## src/pdr_pkg.sv

```systemverilog
`timescale 1ns / 1ps
`default_nettype none

package pdr_pkg;

	localparam int DEF_CORDIC_STEPS = 16;
	localparam int CNT_W = 5;
	localparam int VW = 37;
	localparam int QW = 36;
	localparam int MW = 33;
	localparam int PW = 2 * MW;
	localparam int ACC_SHIFT = 12;
	localparam int QUAT_OPS = 8;
	localparam int INTEG_OPS = 6;
	localparam logic signed [MW-1:0] INV_GAIN = 33'sd652032874;

	typedef struct packed {
		logic signed [15:0] accel_x;
		logic signed [15:0] accel_y;
		logic signed [15:0] quat_x;
		logic signed [15:0] quat_y;
		logic signed [15:0] quat_z;
		logic signed [15:0] quat_w;
		logic [15:0] time_step;
	} sample_t;

	typedef struct packed {
		logic signed [47:0] position_x;
		logic signed [47:0] position_y;
		logic signed [31:0] velocity_x;
		logic signed [31:0] velocity_y;
		logic signed [15:0] heading;
		logic saturated;
	} result_t;

	typedef enum logic [3:0] {
		OP_XX, OP_YY, OP_ZZ, OP_WW, OP_XY, OP_WZ, OP_XZ, OP_WY,
		OP_KX, OP_KY, OP_DX, OP_DY, OP_VX, OP_VY
	} mul_op_t;

	typedef enum logic [2:0] {
		ST_IDLE, ST_QUAT, ST_PREP, ST_VEC, ST_RPREP, ST_ROT, ST_INTEG, ST_DONE
	} state_t;

	typedef struct packed {
		logic load;
		logic mul_go;
		mul_op_t mul_op;
		logic vec_prep;
		logic vec_step;
		logic rot_prep;
		logic rot_step;
		logic [CNT_W-1:0] step;
		logic out_load;
	} dp_cmd_t;

	typedef struct packed {
		logic do_vec;
	} dp_stat_t;

	// arctan(2^-i) as a 32-bit binary angle
	function automatic logic [31:0] atan_entry(input logic [CNT_W-1:0] idx);
		logic [31:0] r;
		case (idx)
			5'd0: r = 32'd536870912;
			5'd1: r = 32'd316933406;
			5'd2: r = 32'd167458907;
			5'd3: r = 32'd85004756;
			5'd4: r = 32'd42667331;
			5'd5: r = 32'd21354465;
			5'd6: r = 32'd10680350;
			5'd7: r = 32'd5340245;
			5'd8: r = 32'd2670163;
			5'd9: r = 32'd1335087;
			5'd10: r = 32'd667544;
			5'd11: r = 32'd333772;
			5'd12: r = 32'd166886;
			5'd13: r = 32'd83443;
			5'd14: r = 32'd41721;
			5'd15: r = 32'd20860;
			5'd16: r = 32'd10430;
			5'd17: r = 32'd5215;
			5'd18: r = 32'd2607;
			5'd19: r = 32'd1303;
			5'd20: r = 32'd651;
			5'd21: r = 32'd325;
			5'd22: r = 32'd162;
			5'd23: r = 32'd81;
			default: r = 32'd0;
		endcase
		return r;
	endfunction

endpackage

`default_nettype wire

```

## src/pdr_stream_if.sv

```systemverilog
`timescale 1ns / 1ps
`default_nettype none

interface pdr_stream_if #(parameter type T = logic);
	logic valid;
	logic ready;
	T data;
	modport source (output valid, output data, input ready);
	modport sink (input valid, input data, output ready);
endinterface

`default_nettype wire

```

## src/pdr_ctrl.sv

```systemverilog
`timescale 1ns / 1ps
`default_nettype none

module pdr_ctrl #(
	parameter int CORDIC_STEPS = pdr_pkg::DEF_CORDIC_STEPS
) (
	input wire logic clk,
	input wire logic arst_n,
	input wire logic in_valid,
	output logic in_ready,
	output logic out_valid,
	input wire logic out_ready,
	input wire pdr_pkg::dp_stat_t stat,
	output pdr_pkg::dp_cmd_t cmd
);

	localparam logic [pdr_pkg::CNT_W-1:0] LAST_STEP = pdr_pkg::CNT_W'(CORDIC_STEPS - 1);

	pdr_pkg::state_t state_q, state_d;
	logic [pdr_pkg::CNT_W-1:0] cnt_q;
	logic out_valid_q;
	logic out_free;

	assign out_free = !out_valid_q || out_ready;

	always_comb begin
		state_d = state_q;
		case (state_q)
			pdr_pkg::ST_IDLE: if (in_valid) state_d = pdr_pkg::ST_QUAT;
			pdr_pkg::ST_QUAT: if (cnt_q == pdr_pkg::CNT_W'(pdr_pkg::QUAT_OPS))
				state_d = pdr_pkg::ST_PREP;
			pdr_pkg::ST_PREP: state_d = stat.do_vec ? pdr_pkg::ST_VEC : pdr_pkg::ST_RPREP;
			pdr_pkg::ST_VEC: if (cnt_q == LAST_STEP) state_d = pdr_pkg::ST_RPREP;
			pdr_pkg::ST_RPREP: state_d = pdr_pkg::ST_ROT;
			pdr_pkg::ST_ROT: if (cnt_q == LAST_STEP) state_d = pdr_pkg::ST_INTEG;
			pdr_pkg::ST_INTEG: if (cnt_q == pdr_pkg::CNT_W'(pdr_pkg::INTEG_OPS))
				state_d = pdr_pkg::ST_DONE;
			pdr_pkg::ST_DONE: if (out_free) state_d = pdr_pkg::ST_IDLE;
			default: state_d = pdr_pkg::ST_IDLE;
		endcase
	end

	always_comb begin
		cmd = '0;
		cmd.mul_op = pdr_pkg::OP_XX;
		cmd.step = cnt_q;
		case (state_q)
			pdr_pkg::ST_IDLE: cmd.load = in_valid;
			pdr_pkg::ST_QUAT: begin
				cmd.mul_go = cnt_q < pdr_pkg::CNT_W'(pdr_pkg::QUAT_OPS);
				case (cnt_q)
					5'd0: cmd.mul_op = pdr_pkg::OP_XX;
					5'd1: cmd.mul_op = pdr_pkg::OP_YY;
					5'd2: cmd.mul_op = pdr_pkg::OP_ZZ;
					5'd3: cmd.mul_op = pdr_pkg::OP_WW;
					5'd4: cmd.mul_op = pdr_pkg::OP_XY;
					5'd5: cmd.mul_op = pdr_pkg::OP_WZ;
					5'd6: cmd.mul_op = pdr_pkg::OP_XZ;
					default: cmd.mul_op = pdr_pkg::OP_WY;
				endcase
			end
			pdr_pkg::ST_PREP: cmd.vec_prep = 1'b1;
			pdr_pkg::ST_VEC: cmd.vec_step = 1'b1;
			pdr_pkg::ST_RPREP: cmd.rot_prep = 1'b1;
			pdr_pkg::ST_ROT: cmd.rot_step = 1'b1;
			pdr_pkg::ST_INTEG: begin
				// each product is registered and used in the next cycle, so velocity is fresh for position
				cmd.mul_go = cnt_q < pdr_pkg::CNT_W'(pdr_pkg::INTEG_OPS);
				case (cnt_q)
					5'd0: cmd.mul_op = pdr_pkg::OP_KX;
					5'd1: cmd.mul_op = pdr_pkg::OP_KY;
					5'd2: cmd.mul_op = pdr_pkg::OP_DX;
					5'd3: cmd.mul_op = pdr_pkg::OP_DY;
					5'd4: cmd.mul_op = pdr_pkg::OP_VX;
					default: cmd.mul_op = pdr_pkg::OP_VY;
				endcase
			end
			pdr_pkg::ST_DONE: cmd.out_load = out_free;
			default: cmd = '0;
		endcase
	end

	always_ff @(posedge clk or negedge arst_n) begin
		if (!arst_n) begin
			state_q <= pdr_pkg::ST_IDLE;
			cnt_q <= '0;
			out_valid_q <= 1'b0;
		end else begin
			state_q <= state_d;
			if (state_d != state_q) cnt_q <= '0;
			else cnt_q <= cnt_q + 1'b1;
			if (cmd.out_load) out_valid_q <= 1'b1;
			else if (out_ready) out_valid_q <= 1'b0;
		end
	end

	assign in_ready = (state_q == pdr_pkg::ST_IDLE);
	assign out_valid = out_valid_q;

endmodule

`default_nettype wire

```

## src/pdr_datapath.sv

```systemverilog
`timescale 1ns / 1ps
`default_nettype none

module pdr_datapath (
	input wire logic clk,
	input wire logic arst_n,
	input wire pdr_pkg::sample_t sample_d,
	input wire pdr_pkg::dp_cmd_t cmd,
	output pdr_pkg::dp_stat_t stat,
	output pdr_pkg::result_t result_d
);

	localparam int VW = pdr_pkg::VW;
	localparam int QW = pdr_pkg::QW;
	localparam int MW = pdr_pkg::MW;
	localparam int PW = pdr_pkg::PW;
	localparam logic signed [PW-1:0] HALF30 = PW'(64'sd1 <<< 29);
	localparam logic signed [PW-1:0] HALF26 = PW'(64'sd1 <<< 25);
	localparam logic signed [PW-1:0] HALF20 = PW'(64'sd1 <<< 19);
	localparam logic signed [31:0] QTR_POS = 32'sh4000_0000;
	localparam logic signed [31:0] QTR_NEG = -32'sh4000_0000;

	pdr_pkg::sample_t smp_q;
	logic signed [QW-1:0] acc_d_q, acc_syz_q, acc_xy_q, acc_g_q;
	logic vec_ran_q;
	logic signed [VW-1:0] cx_q, cy_q;
	logic [31:0] cz_q, ang_q;
	logic signed [PW-1:0] prod_s1;
	pdr_pkg::mul_op_t op_s1;
	logic mvld_s1;
	logic signed [MW-1:0] wx_q, wy_q;
	logic signed [31:0] vx_q, vy_q;
	logic signed [47:0] px_q, py_q;
	logic sat_q;
	pdr_pkg::result_t res_q;

	logic signed [VW-1:0] g2, abs_g, d_ext, xv, yv;
	logic signed [VW-1:0] xs, ys, ax_ext, ay_ext;
	logic ccw;
	logic [31:0] atan_v, rot_a;
	logic rot_big;
	logic signed [MW-1:0] mul_a, mul_b;
	logic signed [PW-1:0] r30, r26, r20;
	logic signed [33:0] vsum;
	logic signed [31:0] vsat;
	logic vovf;
	logic signed [49:0] psum;
	logic signed [47:0] psat;
	logic povf;
	logic is_x;

	// quaternion terms to vectoring inputs
	assign g2 = VW'(acc_g_q) <<< 1;
	assign abs_g = g2[VW-1] ? -g2 : g2;
	assign d_ext = VW'(acc_d_q);
	assign xv = d_ext - (VW'(acc_syz_q) <<< 1);
	assign yv = VW'(acc_xy_q) <<< 1;
	assign stat.do_vec = abs_g < d_ext;

	// shared cordic micro-rotation
	assign xs = cx_q >>> cmd.step;
	assign ys = cy_q >>> cmd.step;
	assign atan_v = pdr_pkg::atan_entry(cmd.step);
	assign ccw = cmd.rot_step ? !cz_q[31] : cy_q[VW-1];

	assign rot_a = vec_ran_q ? cz_q : 32'd0;
	assign rot_big = ($signed(rot_a) > QTR_POS) || ($signed(rot_a) < QTR_NEG);
	assign ax_ext = VW'(smp_q.accel_x) <<< pdr_pkg::ACC_SHIFT;
	assign ay_ext = VW'(smp_q.accel_y) <<< pdr_pkg::ACC_SHIFT;

	always_comb begin
		mul_a = '0;
		mul_b = '0;
		case (cmd.mul_op)
			pdr_pkg::OP_XX: begin mul_a = MW'(smp_q.quat_x); mul_b = MW'(smp_q.quat_x); end
			pdr_pkg::OP_YY: begin mul_a = MW'(smp_q.quat_y); mul_b = MW'(smp_q.quat_y); end
			pdr_pkg::OP_ZZ: begin mul_a = MW'(smp_q.quat_z); mul_b = MW'(smp_q.quat_z); end
			pdr_pkg::OP_WW: begin mul_a = MW'(smp_q.quat_w); mul_b = MW'(smp_q.quat_w); end
			pdr_pkg::OP_XY: begin mul_a = MW'(smp_q.quat_x); mul_b = MW'(smp_q.quat_y); end
			pdr_pkg::OP_WZ: begin mul_a = MW'(smp_q.quat_w); mul_b = MW'(smp_q.quat_z); end
			pdr_pkg::OP_XZ: begin mul_a = MW'(smp_q.quat_x); mul_b = MW'(smp_q.quat_z); end
			pdr_pkg::OP_WY: begin mul_a = MW'(smp_q.quat_w); mul_b = MW'(smp_q.quat_y); end
			pdr_pkg::OP_KX: begin mul_a = cx_q[MW-1:0]; mul_b = pdr_pkg::INV_GAIN; end
			pdr_pkg::OP_KY: begin mul_a = cy_q[MW-1:0]; mul_b = pdr_pkg::INV_GAIN; end
			pdr_pkg::OP_DX: begin mul_a = wx_q; mul_b = $signed(MW'(smp_q.time_step)); end
			pdr_pkg::OP_DY: begin mul_a = wy_q; mul_b = $signed(MW'(smp_q.time_step)); end
			pdr_pkg::OP_VX: begin mul_a = MW'(vx_q); mul_b = $signed(MW'(smp_q.time_step)); end
			pdr_pkg::OP_VY: begin mul_a = MW'(vy_q); mul_b = $signed(MW'(smp_q.time_step)); end
			default: begin mul_a = '0; mul_b = '0; end
		endcase
	end

	// rounding, then saturating update of the selected axis
	assign r30 = (prod_s1 + HALF30) >>> 30;
	assign r26 = (prod_s1 + HALF26) >>> 26;
	assign r20 = (prod_s1 + HALF20) >>> 20;
	assign is_x = (op_s1 == pdr_pkg::OP_DX) || (op_s1 == pdr_pkg::OP_VX);

	assign vsum = 34'(is_x ? vx_q : vy_q) + r26[33:0];
	assign vovf = !((vsum[33:31] == 3'b000) || (vsum[33:31] == 3'b111));
	assign vsat = vovf ? (vsum[33] ? 32'sh8000_0000 : 32'sh7fff_ffff) : vsum[31:0];

	assign psum = 50'(is_x ? px_q : py_q) + r20[49:0];
	assign povf = !((psum[49:47] == 3'b000) || (psum[49:47] == 3'b111));
	assign psat = povf ? (psum[49] ? {1'b1, 47'd0} : {1'b0, {47{1'b1}}}) : psum[47:0];

	always_ff @(posedge clk or negedge arst_n) begin
		if (!arst_n) begin
			mvld_s1 <= 1'b0;
			vx_q <= '0;
			vy_q <= '0;
			px_q <= '0;
			py_q <= '0;
		end else begin
			mvld_s1 <= cmd.mul_go;
			if (mvld_s1) begin
				case (op_s1)
					pdr_pkg::OP_DX: vx_q <= vsat;
					pdr_pkg::OP_DY: vy_q <= vsat;
					pdr_pkg::OP_VX: px_q <= psat;
					pdr_pkg::OP_VY: py_q <= psat;
					default: ;
				endcase
			end
		end
	end

	always_ff @(posedge clk) begin
		prod_s1 <= PW'(mul_a) * PW'(mul_b);
		op_s1 <= cmd.mul_op;
		if (cmd.load) begin
			smp_q <= sample_d;
			acc_d_q <= '0;
			acc_syz_q <= '0;
			acc_xy_q <= '0;
			acc_g_q <= '0;
			sat_q <= 1'b0;
		end else if (mvld_s1) begin
			case (op_s1)
				pdr_pkg::OP_XX, pdr_pkg::OP_WW: acc_d_q <= acc_d_q + prod_s1[QW-1:0];
				pdr_pkg::OP_YY, pdr_pkg::OP_ZZ: begin
					acc_d_q <= acc_d_q + prod_s1[QW-1:0];
					acc_syz_q <= acc_syz_q + prod_s1[QW-1:0];
				end
				pdr_pkg::OP_XY, pdr_pkg::OP_WZ: acc_xy_q <= acc_xy_q + prod_s1[QW-1:0];
				pdr_pkg::OP_XZ: acc_g_q <= acc_g_q + prod_s1[QW-1:0];
				pdr_pkg::OP_WY: acc_g_q <= acc_g_q - prod_s1[QW-1:0];
				pdr_pkg::OP_KX: wx_q <= r30[MW-1:0];
				pdr_pkg::OP_KY: wy_q <= r30[MW-1:0];
				pdr_pkg::OP_DX, pdr_pkg::OP_DY: sat_q <= sat_q | vovf;
				pdr_pkg::OP_VX, pdr_pkg::OP_VY: sat_q <= sat_q | povf;
				default: ;
			endcase
		end

		if (cmd.vec_prep) begin
			vec_ran_q <= stat.do_vec;
			// left half plane: turn by pi before the micro-rotations
			if (xv[VW-1]) begin
				cx_q <= -xv;
				cy_q <= -yv;
				cz_q <= 32'h8000_0000;
			end else begin
				cx_q <= xv;
				cy_q <= yv;
				cz_q <= 32'd0;
			end
		end else if (cmd.rot_prep) begin
			ang_q <= rot_a;
			if (rot_big) begin
				cx_q <= -ax_ext;
				cy_q <= -ay_ext;
				cz_q <= {~rot_a[31], rot_a[30:0]};
			end else begin
				cx_q <= ax_ext;
				cy_q <= ay_ext;
				cz_q <= rot_a;
			end
		end else if (cmd.vec_step || cmd.rot_step) begin
			if (ccw) begin
				cx_q <= cx_q - ys;
				cy_q <= cy_q + xs;
				cz_q <= cz_q - atan_v;
			end else begin
				cx_q <= cx_q + ys;
				cy_q <= cy_q - xs;
				cz_q <= cz_q + atan_v;
			end
		end

		if (cmd.out_load) begin
			res_q.position_x <= px_q;
			res_q.position_y <= py_q;
			res_q.velocity_x <= vx_q;
			res_q.velocity_y <= vy_q;
			res_q.heading <= 16'((ang_q + 32'h0000_8000) >> 16);
			res_q.saturated <= sat_q;
		end
	end

	assign result_d = res_q;

endmodule

`default_nettype wire

```

## src/imu_planar_dead_reckoning.sv

```systemverilog
// a sample transaction starts the sequence that ends in a valid result; vectoring is skipped and
// the heading forced to zero when it cannot be found (pitch +-90 degrees, zero quaternion)
// a new sample is taken only in the idle state, once the last one is through the shared cordic
// and multiplier; the sequence waits longer while a result is stalled
// a finished result waits in an output register while the next sample is taken
// reset: asynchronous active-low, clears velocity, position and all handshake state
`timescale 1ns / 1ps
`default_nettype none

module imu_planar_dead_reckoning #(
	parameter int CORDIC_STEPS = pdr_pkg::DEF_CORDIC_STEPS
) (
	input wire logic clk,
	input wire logic arst_n,
	pdr_stream_if.sink sample,
	pdr_stream_if.source pose
);

	// command and status between sequencer and datapath
	pdr_pkg::dp_cmd_t cmd;
	pdr_pkg::dp_stat_t stat;
	pdr_pkg::result_t result_d;

	// sequencer: quaternion products, heading vectoring, rotation, then integration
	pdr_ctrl #(
		.CORDIC_STEPS(CORDIC_STEPS)
	) u_ctrl (
		.clk(clk),
		.arst_n(arst_n),
		.in_valid(sample.valid),
		.in_ready(sample.ready),
		.out_valid(pose.valid),
		.out_ready(pose.ready),
		.stat(stat),
		.cmd(cmd)
	);

	// datapath: one shared multiplier, one shared cordic stage, the accumulators
	pdr_datapath u_datapath (
		.clk(clk),
		.arst_n(arst_n),
		.sample_d(sample.data),
		.cmd(cmd),
		.stat(stat),
		.result_d(result_d)
	);

	// result register drives the output transaction directly
	assign pose.data = result_d;

endmodule

`default_nettype wire

```

## src/flat_wrapper.sv

```systemverilog
// flat-port wrapper written by rule: the top's interface ports become plain ports
module imu_planar_dead_reckoning_flat 
#(
	parameter int CORDIC_STEPS = pdr_pkg::DEF_CORDIC_STEPS
)
  (clk, arst_n, sample_valid, sample_data, sample_ready, pose_valid, pose_data, pose_ready);
  pdr_stream_if sample_i ();
  pdr_stream_if pose_i ();
  input wire logic clk;
  input wire logic arst_n;
  input wire logic [$bits(sample_i.valid)-1:0] sample_valid;
  input wire logic [$bits(sample_i.data)-1:0] sample_data;
  output wire logic [$bits(sample_i.ready)-1:0] sample_ready;
  output wire logic [$bits(pose_i.valid)-1:0] pose_valid;
  output wire logic [$bits(pose_i.data)-1:0] pose_data;
  input wire logic [$bits(pose_i.ready)-1:0] pose_ready;
  assign sample_i.valid = sample_valid;
  assign sample_i.data = sample_data;
  assign sample_ready = sample_i.ready;
  assign pose_valid = pose_i.valid;
  assign pose_data = pose_i.data;
  assign pose_i.ready = pose_ready;
  imu_planar_dead_reckoning #(.CORDIC_STEPS(CORDIC_STEPS)) u_core (.clk(clk), .arst_n(arst_n), .sample(sample_i), .pose(pose_i));
endmodule
```

## config.mk

```make
export PLATFORM = sky130hd
export DESIGN_NAME = imu_planar_dead_reckoning_flat
export DESIGN_NICKNAME = d
export VERILOG_FILES = /design/src/pdr_pkg.sv /design/src/pdr_stream_if.sv /design/src/pdr_ctrl.sv /design/src/pdr_datapath.sv /design/src/imu_planar_dead_reckoning.sv /design/src/flat_wrapper.sv
export SDC_FILE = /design/constraint.sdc
export NUM_CORES = 2
export LEC_CHECK = 0
export BUFFER_PORTS_ARGS = -buffer_cell sky130_fd_sc_hd__buf_2
export CAP_MARGIN = 10
export CORE_ASPECT_RATIO = 2
export CORE_UTILIZATION = 45
export CTS_CLUSTER_DIAMETER = 30
export DETAILED_ROUTE_END_ITERATION = 12
export GPL_TIMING_DRIVEN = 0
export HOLD_SLACK_MARGIN = 0.08
export MAX_ROUTING_LAYER = met4
export REMOVE_ABC_BUFFERS = 1
export SLEW_MARGIN = 5
export SYNTH_ARGS = -nofsm -noshare
export SYNTH_HDL_FRONTEND = slang
export SYNTH_HIERARCHICAL = 1
export SYNTH_SLANG_ARGS = --single-unit
```

## constraint.sdc

```tcl
create_clock -name clk -period 31.3 [get_ports clk]
set_input_delay 1.565 -clock clk [delete_from_list [all_inputs] [get_ports clk]]
set_output_delay 1.565 -clock clk [all_outputs]
set_load 0.01 [all_outputs]
```

Word level (Yosys, flattened, before mapping)

Memory sizes are Yosys's and may differ from the RTL's.
Cells that the tools add are included.

Bits in registers: 558
Memory bits (read-only): 960
Memories: 1

Add/subtract/negate cells: 21
$mul: 1
$lt $le $gt $ge: 5
Eq/ne operators: 37
Shift-type cells: 2
Mux-type cells: 49
Bitwise operators: 4
Reductions and logical operators: 37

Memories:

| memory           | depth | bits a word | rd ports | clocked after Yosys merged registers in | wr ports | RTL line      | text |
|---|---|---|---|---|---|---|---|
| (name not given) | 32    | 30          | 1        | 0                                       | 0        | pdr_pkg.sv:64 | `case (idx)` |

Operators by type and width:

| kind                   | number |
|---|---|
| $mux 37                | 11 |
| $mux 32                | 9 |
| $pmux 33 s6            | 1 |
| $add 36x36->36         | 4 |
| $neg 37->37            | 3 |
| $mux 48                | 2 |
| $add 37x37->37         | 2 |
| $sshr 37x5->37         | 2 |
| $sub 37x37->37         | 2 |
| $pmux 36 s2            | 1 |
| $add 64x21->65 const B | 1 |
| $mul 33x31->64         | 1 |
| $add 63x31->63 const B | 1 |
| $add 60x27->60 const B | 1 |
| $pmux 30 s2            | 1 |
| $add 50x50->50         | 1 |
| $mux 50                | 1 |
| $eq 4x4->1 const B     | 12 |
| $lt 37x36->1           | 1 |
| $sub 36x37->37         | 1 |
| $sub 36x36->36         | 1 |
| $add 34x34->34         | 1 |
| $mux 34                | 1 |
| $add 32x32->32         | 1 |
| 38 further kinds       | 94 |

Depth between registers and ports, before layout

Depth in word-level cells: 9
Mapped depth: 45
Depth with buffers taken out: 42

Modules after synthesis

Netlist, hierarchy kept.

Modules (own cells, without submodules):

| module                    | times used | cells an instance | area an instance (um^2) |
|---|---|---|---|
| pdr_datapath              | 1          | 10705             | 98650.9 |
| pdr_ctrl                  | 1          | 93                | 752.0 |
| imu_planar_dead_reckoning | 1          | 1                 | 3.8 |

Worst setup path after synthesis

No wires, ideal clock.

Kind: register to register
Start: register u_core/u_ctrl/cnt_q[0] (netlist name)
End: register u_core.u_datapath.prod_s1[58]
Library setup time: 0.122 ns
Arrival time: 10.893 ns
Data required time: 31.178 ns
Path slack: 20.285 ns
Cell stages (with the launch flop): 38
Cells stage by stage: dfrtp_1 inv_1 ha_1 nor2b_1 o41ai_1 o21ai_0 o21ai_0 clkbuf_1 nand2_1 nor2_1 clkbuf_1 buf_1 clkbuf_1 a22oi_1 nand3_1 clkbuf_1 nand2_1 fa_1 [2 not listed] fa_1 inv_1 fa_1 fa_1 fa_1 fa_1 fa_1 inv_1 ha_1 nand2_1 nor3_1 nand2_1 or4_1 a21oi_1 o211ai_1 a311oi_1 a31oi_1 a311o_1

RTL lines:

| item                   | RTL line            | text |
|---|---|---|
| from (decl)            | pdr_ctrl.sv:20      | `logic [pdr_pkg::CNT_W-1:0] cnt_q;` |
| from (signal assigned) | pdr_ctrl.sv:91      | `else cnt_q <= cnt_q + 1'b1;` |
| to (signal assigned)   | pdr_datapath.sv:129 | `prod_s1 <= PW'(mul_a) * PW'(mul_b);` |
| to (decl)              | pdr_datapath.sv:28  | `logic signed [PW-1:0] prod_s1;` |

==> results.ini <==
[die]
initial_core_util = 0.4520
rows = 236
die_w_um = 324.0
die_h_um = 646.0
ios = 8
fp.coreArea_mm2 = 0.2064
die-area_mm2 = 0.2093

[route]
wl_per_cell_um = 27.95
met3_length_mm = 23.84
antenna_left = 0
wl_mm = 373.1
wl_met1_mm = 105.8
first_pass_iters = 8
vias = 80798
detail_route.iter0.violations = 6315
avgViaCountPerCell = 6.052
met2_length_mm = 192.5
drt_drc_violations_left = 0
highest_layer = met4

[worst_setup_path]
path_delay_family = adder cells
worstPathRequired_ns = 31.99
crit_path_max_incr_delay_ns = 0.98
cp-start-kind = flop
r2r-start = u_core/u_ctrl/cnt_q[1]
arrival_ns = 16.19
reg2regPathDepth = 36
cp-startpoint = u_core/u_ctrl/cnt_q[1]
endpoint_kind = flop
path_buf_inv = 6
rrSetupSlack_ns = 15.80
cpMaxStageDelayCell = fa_1
endpoint = u_core/u_datapath/prod_s1[64]
r2r-end = u_core/u_datapath/prod_s1[64]
cp_num_cells = 36
path_class = flop to flop
cp_max_fo = 56
crit_top_cell = fa_1

[synth]
syn_area_per_cell_um2 = 8.837
syn_inst = 10558
synth.cell_area_mm2 = 0.09330
synth-warning-count = 6

[timing]
tightestPinTransition_ns = 1.393
setup_violations = 0
relSlewSlack = 0.06973
rsz0062_at_grt = false
min_period_over_period = 0.4953
timing.final.crit_period_ns = 15.50
skew_ns = 0.08281
drv_slew = 0
setup_tns_ns = 0
max_freq_mhz = 64.50
hold_viol = 0

[layout]
drive_gt1_frac = 0.07229
multi_input_area_mm2 = 0.07058
post-route-util = 0.4986
final_nets = 12221
fin_area_mm2 = 0.1029
fin_cells = 13350
area_growth_pct = 10.31
fill_cells = 19222
seqCellArea_mm2 = 0.01718

[cts]
post-cts-setup-buffer-count = 0
clockBufferDepth = 3
clk_pin_slew_ns = 0.06
clock_sinks = 671
hold_buffers = 0
clk_latency_ns = 0.78
ctsResizeCount = 0
cts_tree = yes
cts_max_level = 3
cts-buffers-inserted = 114
cts_root_buffer = clkbuf_16

[global_routing]
grt_max_degree = 113
grt_pass1_wl_mm = 545.0
gr-total-overflow = 0
antenna_found_initial = 20
grt_pass1_vias = 84954
grtUsageTotal = 0.3716

[status]
status = complete, no violations

[placement]
dp_hpwl_mm = 297.9
place_inst = 13090
numPortBuffers = 7
gp_congestion = 1.053
placed_area_mm2 = 0.09832

[job]
cap_violations = 0

[min_path]
hold_class = flop to flop

[flip-flops by register name, indices dropped and copies added (netlist names), 32 cells and up]
register / cells
u_core/u_datapath/prod_s1: 66
u_core/u_datapath/cx_q: 37
u_core/u_datapath/acc_xy_q: 36
u_core/u_datapath/wx_q: 33
u_core/u_datapath/acc_syz_q: 36
u_core/u_datapath/acc_d_q: 36
u_core/u_datapath/cz_q: 32
u_core/u_datapath/smp_q: 80
u_core/u_datapath/vx_q: 32
u_core/u_datapath/acc_g_q: 36
u_core/u_datapath/wy_q: 33
u_core/u_datapath/vy_q: 32
u_core/u_datapath/px_q: 48
u_core/u_datapath/cy_q: 37
u_core/u_datapath/py_q: 48
[stage by stage]
stage / hold WS, ns / worst slack (ns)
detailed placement: 0.4671 / 15.70
floorplan: 0.4320 / 13.62
CTS: 0.4749 / 15.63
global placement: 0.4550 / -0.1194
global route: 0.4934 / 15.05
finish: 0.4739 / 15.80
[worst min-delay path, cell delays in order (launching register included)]
cell     delay (ns)
dfxtp_1        0.32
nand2_1        0.06
a21oi_1        0.05
[cell usage in the layout (no fill, tap or decap), types with 224 or more instances in the layout]
cell,n
nor2_1,826
edfxtp_1,286
nand2_1,1124
ha_1,640
a21oi_1,765
xor2_1,271
a21o_1,224
xnor2_1,454
fa_1,1094
o21ai_0,447
inv_1,1282
[worst min path at each step]
stage | from | end | slack (ns) | cells after the start
global route | u_core/u_datapath/acc_syz_q[24] | u_core/u_datapath/acc_syz_q[24] | 0.49 | 2
detailed placement | u_core/u_datapath/py_q[47] | u_core/u_datapath/py_q[47] | 0.47 | 2
global placement | u_core/u_datapath/px_q[7] | u_core/u_datapath/px_q[7] | 0.46 | 2
CTS | u_core/u_datapath/acc_syz_q[13] | u_core/u_datapath/acc_syz_q[13] | 0.47 | 2
finish | u_core/u_datapath/acc_syz_q[13] | u_core/u_datapath/acc_syz_q[13] | 0.47 | 2
floorplan | u_core/u_datapath/sat_q | u_core/u_datapath/result_d[0] | 0.43 | 0
[final cells by class]
class,count,share of cell area
antenna,30,0.0007294
tap,2737,0.03327
multi-input combinational,8240,0.6857
clock inverter,82,0.01114
clock buffer,135,0.03009
inverter,1291,0.04710
timing repair buffer,164,0.02508
sequential,671,0.1669
[per-layer routing]
metal,up-vias,global-route usage
li1,35656,-
met1,39807,0.3023
met2,3530,0.6453
met3,1805,0.08822
met4,0,0.4071
met5,-,-
Power is not shown: default switching activity piles up to over one toggle a cycle in this logic, so the estimate is an artifact.
